--- config.mk ---
export PLATFORM = sky130hd
export DESIGN_NAME = postfix_expression_evaluator
export DESIGN_NICKNAME = d
export VERILOG_FILES = /design/src/rtl/core/pee_pkg.sv /design/src/rtl/core/pee_alu.sv /design/src/rtl/core/postfix_expression_evaluator.sv
export SDC_FILE = /design/constraint.sdc
export NUM_CORES = 2
export LEC_CHECK = 0
export BUFFER_PORTS_ARGS = -buffer_cell sky130_fd_sc_hd__buf_4
export CAP_MARGIN = 40
export CORE_MARGIN = 5
export CORE_UTILIZATION = 39
export CTS_BUF_LIST = sky130_fd_sc_hd__clkbuf_8 sky130_fd_sc_hd__clkbuf_16
export DETAILED_ROUTE_END_ITERATION = 10
export MAX_ROUTING_LAYER = met4
export PLACE_DENSITY = 0.66
export SYNTH_ARGS = -nofsm -noshare
export SYNTH_HDL_FRONTEND = slang
export SYNTH_SLANG_ARGS = --single-unit
--- constraint.sdc ---
create_clock -name clk -period 7.2 [get_ports clk]
set_input_delay 0.72 -clock clk [delete_from_list [all_inputs] [get_ports clk]]
set_output_delay 0.72 -clock clk [all_outputs]
set_load 0.01 [all_outputs]
--- src/rtl/core/pee_pkg.sv ---
// shared types and constants of the postfix expression evaluator
`default_nettype none
package pee_pkg;

  localparam int unsigned WordW = 32;

  // ascii codes
  localparam logic [7:0] CH_PLUS  = 8'h2B;
  localparam logic [7:0] CH_MINUS = 8'h2D;
  localparam logic [7:0] CH_STAR  = 8'h2A;
  localparam logic [7:0] CH_SLASH = 8'h2F;
  localparam logic [7:0] CH_ZERO  = 8'h30;
  localparam logic [7:0] CH_NINE  = 8'h39;

  // result status codes
  typedef enum logic [1:0] {
    ST_OK    = 2'd0,
    ST_UNDER = 2'd1,
    ST_OVER  = 2'd2,
    ST_DIVZ  = 2'd3
  } status_t;

  // operations of the shared arithmetic unit
  typedef enum logic [1:0] {
    OP_ADD = 2'd0,
    OP_SUB = 2'd1,
    OP_MUL = 2'd2,
    OP_DIV = 2'd3
  } alu_op_t;

  typedef struct packed {
    logic    start;
    alu_op_t op;
  } alu_req_t;

  typedef struct packed {
    logic done;
    logic divz;
  } alu_rsp_t;

endpackage
`default_nettype wire

--- src/rtl/core/pee_alu.sv ---
// shared arithmetic unit: add, subtract, shift-add multiply, restoring signed divide
`default_nettype none
module pee_alu
  import pee_pkg::*;
(
  input  wire logic             clk,
  input  wire logic             rst,
  input  wire alu_req_t         req,
  input  wire logic [WordW-1:0] a,
  input  wire logic [WordW-1:0] b,
  output alu_rsp_t              rsp,
  output logic [WordW-1:0]      result
);

  localparam int unsigned CntW = $clog2(WordW);

  logic            busy;
  logic            fix;
  logic [CntW-1:0] cnt;
  alu_op_t         op_q;
  logic            neg_q;
  logic [WordW-1:0] work_a;
  logic [WordW-1:0] work_b;
  logic [WordW:0]   work_acc;

  logic [WordW-1:0] a_abs;
  logic [WordW-1:0] b_abs;
  logic [WordW:0]   rem_sh;
  logic [WordW:0]   diff;

  // operand magnitudes for the divide
  assign a_abs = a[WordW-1] ? (~a + 1'b1) : a;
  assign b_abs = b[WordW-1] ? (~b + 1'b1) : b;

  // one restoring divide step
  assign rem_sh = {work_acc[WordW-1:0], work_a[WordW-1]};
  assign diff   = rem_sh - {1'b0, work_b};

  always_ff @(posedge clk) begin
    if (rst) begin
      busy     <= 1'b0;
      fix      <= 1'b0;
      rsp.done <= 1'b0;
      rsp.divz <= 1'b0;
    end else begin
      // add, subtract and divide by zero finish at once, serial ops after the pickup
      rsp.done <= (req.start && ((req.op == OP_ADD) || (req.op == OP_SUB) ||
                                 ((req.op == OP_DIV) && (b == '0)))) ||
                  (!req.start && !busy && fix);
      fix      <= !req.start && busy && (cnt == CntW'(WordW - 1));
      if (req.start) begin
        op_q     <= req.op;
        rsp.divz <= (req.op == OP_DIV) && (b == '0);
        unique case (req.op)
          OP_ADD: begin
            result <= a + b;
          end
          OP_SUB: begin
            result <= a - b;
          end
          OP_MUL: begin
            work_a   <= b;
            work_b   <= a;
            work_acc <= '0;
            cnt      <= '0;
            busy     <= 1'b1;
          end
          OP_DIV: begin
            if (b == '0) begin
              result <= '0;
            end else begin
              work_a   <= a_abs;
              work_b   <= b_abs;
              work_acc <= '0;
              neg_q    <= a[WordW-1] ^ b[WordW-1];
              cnt      <= '0;
              busy     <= 1'b1;
            end
          end
          default: ;
        endcase
      end else if (busy) begin
        // one multiply or divide step per cycle
        if (op_q == OP_MUL) begin
          if (work_a[0]) begin
            work_acc <= {1'b0, work_acc[WordW-1:0] + work_b};
          end
          work_a <= {1'b0, work_a[WordW-1:1]};
          work_b <= {work_b[WordW-2:0], 1'b0};
        end else begin
          if (!diff[WordW]) begin
            work_acc <= diff;
            work_a   <= {work_a[WordW-2:0], 1'b1};
          end else begin
            work_acc <= rem_sh;
            work_a   <= {work_a[WordW-2:0], 1'b0};
          end
        end
        cnt <= cnt + 1'b1;
        if (cnt == CntW'(WordW - 1)) begin
          busy <= 1'b0;
        end
      end else if (fix) begin
        // final sign fix of the quotient or product pickup
        if (op_q == OP_MUL) begin
          result <= work_acc[WordW-1:0];
        end else begin
          result <= neg_q ? (~work_a + 1'b1) : work_a;
        end
      end
    end
  end

endmodule
`default_nettype wire

--- src/rtl/core/postfix_expression_evaluator.sv ---
// top level of the postfix expression evaluator
`default_nettype none
// Evaluates an ASCII postfix expression given one character per item, with
// last marking the final character; one result (value and status) follows
// each expression. A separator pushes any pending number, and * and / use
// the 32-step shared multiply/divide unit with its start and pickup. The
// final character adds the stack read and the hand-over, with its number
// pushed first when it is a digit, and waits while the output register
// still holds an unaccepted result. The stack is a memory of STACK_DEPTH
// 32-bit words with one registered read port. The input is stalled while
// an item is being worked on; a finished result sits in the output
// register while the next expression is taken in.
module postfix_expression_evaluator
  import pee_pkg::*;
#(
  parameter int unsigned STACK_DEPTH = 16
) (
  input  wire logic        clk,
  input  wire logic        rst,
  input  wire logic        in_valid,
  output logic             in_stall,
  input  wire logic [7:0]  ch,
  input  wire logic        last,
  output logic             out_valid,
  input  wire logic        out_stall,
  output logic signed [31:0] value,
  output logic [1:0]       status
);

  localparam int unsigned SpW  = $clog2(STACK_DEPTH + 1);
  localparam int unsigned IdxW = $clog2(STACK_DEPTH);

  typedef enum logic [7:0] {
    S_IDLE    = 8'b0000_0001,
    S_FLUSH   = 8'b0000_0010,
    S_RD_R    = 8'b0000_0100,
    S_RD_L    = 8'b0000_1000,
    S_CALC    = 8'b0001_0000,
    S_WAIT    = 8'b0010_0000,
    S_FIN_RD  = 8'b0100_0000,
    S_FIN_OUT = 8'b1000_0000
  } state_t;

  state_t          state;
  logic [SpW-1:0]  sp;
  logic [WordW-1:0] acc;
  logic            pending;
  status_t         err;
  logic [7:0]      ch_q;
  logic            fin_q;
  logic [WordW-1:0] rhs;

  logic [WordW-1:0] mem [STACK_DEPTH];
  logic [WordW-1:0] rdata;
  logic [IdxW-1:0]  rd_addr;
  logic             wr_en;
  logic [IdxW-1:0]  wr_addr;
  logic [WordW-1:0] wr_data;

  logic [SpW-1:0]  sp_m1;
  logic [SpW-1:0]  sp_m2;
  logic            is_digit;
  logic            is_op;
  logic            full;
  logic            out_free;
  alu_op_t         op_code;
  alu_req_t        alu_req;
  alu_rsp_t        alu_rsp;
  logic [WordW-1:0] alu_result;

  assign sp_m1    = sp - 1'b1;
  assign sp_m2    = sp - SpW'(2);
  assign is_digit = (ch >= CH_ZERO) && (ch <= CH_NINE);
  assign is_op    = (ch_q == CH_PLUS) || (ch_q == CH_MINUS) ||
                    (ch_q == CH_STAR) || (ch_q == CH_SLASH);
  assign full     = (sp == SpW'(STACK_DEPTH));
  assign out_free = !out_valid || !out_stall;
  assign in_stall = (state != S_IDLE);

  // operator decode
  always_comb begin
    unique case (ch_q)
      CH_PLUS:  op_code = OP_ADD;
      CH_MINUS: op_code = OP_SUB;
      CH_STAR:  op_code = OP_MUL;
      default:  op_code = OP_DIV;
    endcase
  end

  assign alu_req.start = (state == S_CALC);
  assign alu_req.op    = op_code;

  pee_alu u_alu (
    .clk    (clk),
    .rst    (rst),
    .req    (alu_req),
    .a      (rdata),
    .b      (rhs),
    .rsp    (alu_rsp),
    .result (alu_result)
  );

  // stack read address and write port
  always_comb begin
    rd_addr = sp_m1[IdxW-1:0];
    if (state == S_RD_L) begin
      rd_addr = sp_m2[IdxW-1:0];
    end
    wr_en   = 1'b0;
    wr_addr = sp[IdxW-1:0];
    wr_data = acc;
    if (state == S_FLUSH) begin
      wr_en = pending && !full;
    end else if (state == S_WAIT) begin
      wr_en   = alu_rsp.done;
      wr_addr = sp_m2[IdxW-1:0];
      wr_data = alu_result;
    end
  end

  // operand stack memory
  always_ff @(posedge clk) begin
    if (wr_en) begin
      mem[wr_addr] <= wr_data;
    end
    rdata <= mem[rd_addr];
  end

  // sequencer
  always_ff @(posedge clk) begin
    if (rst) begin
      state     <= S_IDLE;
      sp        <= '0;
      acc       <= '0;
      pending   <= 1'b0;
      err       <= ST_OK;
      out_valid <= 1'b0;
    end else begin
      // output register: load a finished result, drop an accepted one
      if ((state == S_FIN_OUT) && out_free) begin
        out_valid <= 1'b1;
      end else if (!out_stall) begin
        out_valid <= 1'b0;
      end
      unique case (state)
        S_IDLE: begin
          if (in_valid) begin
            // a final digit goes through flush as a non-operator
            ch_q  <= is_digit ? CH_ZERO : ch;
            fin_q <= last;
            if (is_digit) begin
              acc     <= {acc[WordW-4:0], 3'b000} + {acc[WordW-2:0], 1'b0}
                         + WordW'(ch - CH_ZERO);
              pending <= 1'b1;
              if (last) begin
                state <= S_FLUSH;
              end
            end else begin
              state <= S_FLUSH;
            end
          end
        end
        S_FLUSH: begin
          // push the pending number, then dispatch
          if (pending) begin
            if (full) begin
              if (err == ST_OK) err <= ST_OVER;
            end else begin
              sp <= sp + 1'b1;
            end
          end
          acc     <= '0;
          pending <= 1'b0;
          if (is_op) begin
            if (!pending && (sp < SpW'(2))) begin
              if (err == ST_OK) err <= ST_UNDER;
              state <= fin_q ? S_FIN_RD : S_IDLE;
            end else begin
              state <= S_RD_R;
            end
          end else begin
            state <= fin_q ? S_FIN_RD : S_IDLE;
          end
        end
        S_RD_R: begin
          // a push in flush may have left a single operand
          if (sp < SpW'(2)) begin
            if (err == ST_OK) err <= ST_UNDER;
            state <= fin_q ? S_FIN_RD : S_IDLE;
          end else begin
            state <= S_RD_L;
          end
        end
        S_RD_L: begin
          rhs   <= rdata;
          state <= S_CALC;
        end
        S_CALC: begin
          state <= S_WAIT;
        end
        S_WAIT: begin
          if (alu_rsp.done) begin
            sp <= sp_m1;
            if (alu_rsp.divz && (err == ST_OK)) begin
              err <= ST_DIVZ;
            end
            state <= fin_q ? S_FIN_RD : S_IDLE;
          end
        end
        S_FIN_RD: begin
          state <= S_FIN_OUT;
        end
        S_FIN_OUT: begin
          // hand over the result once the output register is free
          if (out_free) begin
            if (sp != '0) begin
              value  <= rdata;
              status <= err;
            end else begin
              value  <= '0;
              status <= (err == ST_OK) ? ST_UNDER : err;
            end
            sp      <= '0;
            err     <= ST_OK;
            acc     <= '0;
            pending <= 1'b0;
            state   <= S_IDLE;
          end
        end
        default: state <= S_IDLE;
      endcase
    end
  end

endmodule
`default_nettype wire
==> out/qor.yml <==
holdBufCountCts: 0
io_buffers: 48
grt_use_total: 0.1865
vias: 26850
top_layer_used: "met4"
clk_latency_ns: 0.66
drive_gt1_frac: 0.1270
ys_ff_latch: 808
area_delta_synth_final_pct: 12.69
rows: 119
die_w_um: 336.0
final_common_cell: "edfxtp_1"
gp_congestion: 0.9158
num-fill-cells: 9521
fin_crit_sh: 0.7918
period_needed_ns: 5.701
ios: 49
p_leak_nw: 17.51
ys_types: 71
report.final.hold_viol_count: 0
drtIter0Drc: 2486
synth_cells: 3282
antenna_left: 0
synth-edff-count: 723
synth_top_area_cell: "edfxtp_1"
async_reset_ff_frac: 0
grt_pass1_vias: 26350
total_power_mw: 9.779
drt_wl_total_um: 103800
synth_ff_type: "edfxtp_1"
fin_tns_setup_ns: 0
grt_pass1_wl_um: 158800
wl_met2_um: 47630
wl_met3_um: 7597
required_ns: 7.59
drv_slew: 0
cts_made_buffers: 85
viasPerCell: 5.619
synth_warnings: 0
die_area_mm2: 0.1129
final_cell_mix: "723 x edfxtp_1, 324 x nand2_1, 194 x a21oi_1"
cts-resized-gates: 0
die_y_um: 336.0
status: "finished clean"
post-cts-setup-buffers: 0
critPathMaxFanout: 10
synth.avg_cell_area_um2: 12.63
critPathArrivalTime_ns: 6.09
htreeDepth: 3
grt-ovfl-total: 0
ys_seq_area_frac: 0.5649
core_mm2: 0.1054
vdd_drop_max_mv: 0.1793
setup_viol: 0
skew_ns: 0.02863
m1WireLength_um: 46610
drt-wirelength-per-cell_um: 21.73
yosys.area.top_type_share: 0.5239
grt_max_degree: 129
clockBufferDepth: 3
antenna_found_initial: 4
power_density_mw_per_mm2: 209.4
synth.area.top_cells: "edfxtp_1 52%, mux4_2 7.0%, ha_1 4.2%, dfxtp_1 4.1%, xor2_1 3.3%"
netlist_area_mm2: 0.04144
drcViolationCount: 0
clock-sinks: 808
tightest_slew_ns: 0.9796
dpl.hpwl_um: 67960
slew_headroom: 0.3470
cts_root_buffer: "clkbuf_16"
clkTransAtPathRegs_ns: 0.06
cap_violations: 0
rsz0062_at_grt: "false"
cp-end-kind: "flip-flop"
first_pass_iters: 5
start_util: 0.3931
path_class: "flip-flop to flip-flop"
max_clock_freq_ghz: 0.1754
syn-num-nets: 3465
cts_tree: "done"
worstHoldPathType: "input port to flip-flop"
start_kind: "flip-flop"
final_nets: 3497
==> cells by family after synthesis <==
group / synth area share
simple gates: 0.09308
flops: 0.5649
compound gates: 0.1241
fa+ha+maj: 0.05712
xor+xnor: 0.05135
mux: 0.08577
buf+inv: 0.02364
==> per-layer routing <==
| layer | up-vias | GRT usage |
|---|---|---|
| li1 | 12570 | - |
| met1 | 13330 | 0.2621 |
| met2 | 821 | 0.2872 |
| met3 | 135 | 0.03072 |
| met4 | 0 | 0.04276 |
| met5 | - | - |
==> where the power goes <==
part           internal [mW]  switching, mW
combinational         0.0576         0.0985
clock                   2.64           1.93
sequential              5.04        0.00957
total                   7.74           2.04
==> state kept, by name, summed over array words and instances (netlist names), 5 cells and up <==
register        flops
value              32
mem               512
sp                  5
ch_q                8
acc                32
rdata              32
u_alu.work_a       32
u_alu.work_acc     32
u_alu.result       32
state               8
u_alu.work_b       32
u_alu.cnt           5
rhs                32
==> final timing paths <==
kind | startpoint | end | depth (start not counted) | slack, ns
worst min register to register | acc[31]$_SDFFE_PP0P_ | acc[31]$_SDFFE_PP0P_ | 1 | 0.48
worst max-delay path | rhs[1]$_DFFE_PP_ | u_alu.result[31]$_DFFE_PP_ | 19 | 1.50
worst min-delay path | last | fin_q$_DFFE_PP_ | 1 | 0.28
worst max register to register | rhs[1]$_DFFE_PP_ | u_alu.result[31]$_DFFE_PP_ | 19 | 1.50
==> per-stage QoR <==
step           utilization  setup slack [ns]  hold slack (ns)  cell area, µm²  std cells
2_1_floorplan            -             1.027           0.4064           41440       3282
3_3_place_gp        0.4136             1.591           0.4627           43600       4606
3_5_place_dp        0.4151             1.571           0.4689           43750       4617
4_1_cts             0.4429             1.564           0.2347           46690       4776
5_1_grt             0.4430             1.245           0.2489           46700       4777
6_report            0.4430             1.499           0.2831           46700       4778
==> Yosys cell counts (37+ instances only) <==
cell      number
nand2_1      324
o31ai_1       38
mux4_2       128
nor2_1       187
clkbuf_1     139
a21oi_1      195
a211oi_1      72
o22ai_1       47
inv_1         81
xor2_1       155
xnor2_1       88
o21ai_0      148
edfxtp_1     723
a21o_1        70
mux2i_1       66
ha_1         138
a31oi_1       37
dfxtp_1       85
nor2b_1       90
==> critical path, cell delays in order (launching register included) <==
cell and delay [ns]:
edfxtp_1 0.44, inv_1 0.11, ha_1 0.19, or3b_1 0.40, or3_1 0.45, or3b_1 0.52
or4b_4 0.53, or4_1 0.65, nand2_1 0.17, xor2_1 0.19, ha_1 0.30, and3_1 0.20
nand2_1 0.09, o21ai_0 0.09, a31oi_1 0.19, a21oi_1 0.14, a311o_1 0.38, a21oi_1 0.18
xnor2_1 0.13, o22ai_1 0.09
==> cell type report <==
type,count,area (µm²),area share
well taps,1391,1740,0.03727
inverters,81,304.0,0.006510
flip-flops and latches,808,23410,0.5013
clock inverters,64,639.4,0.01369
clock buffers,95,2298,0.04922
repair buffers,118,994.7,0.02130
diodes,1,2.502,0.00005358
multi-input cells,2220,17310,0.3706
(Power assumes the default switching activity.)
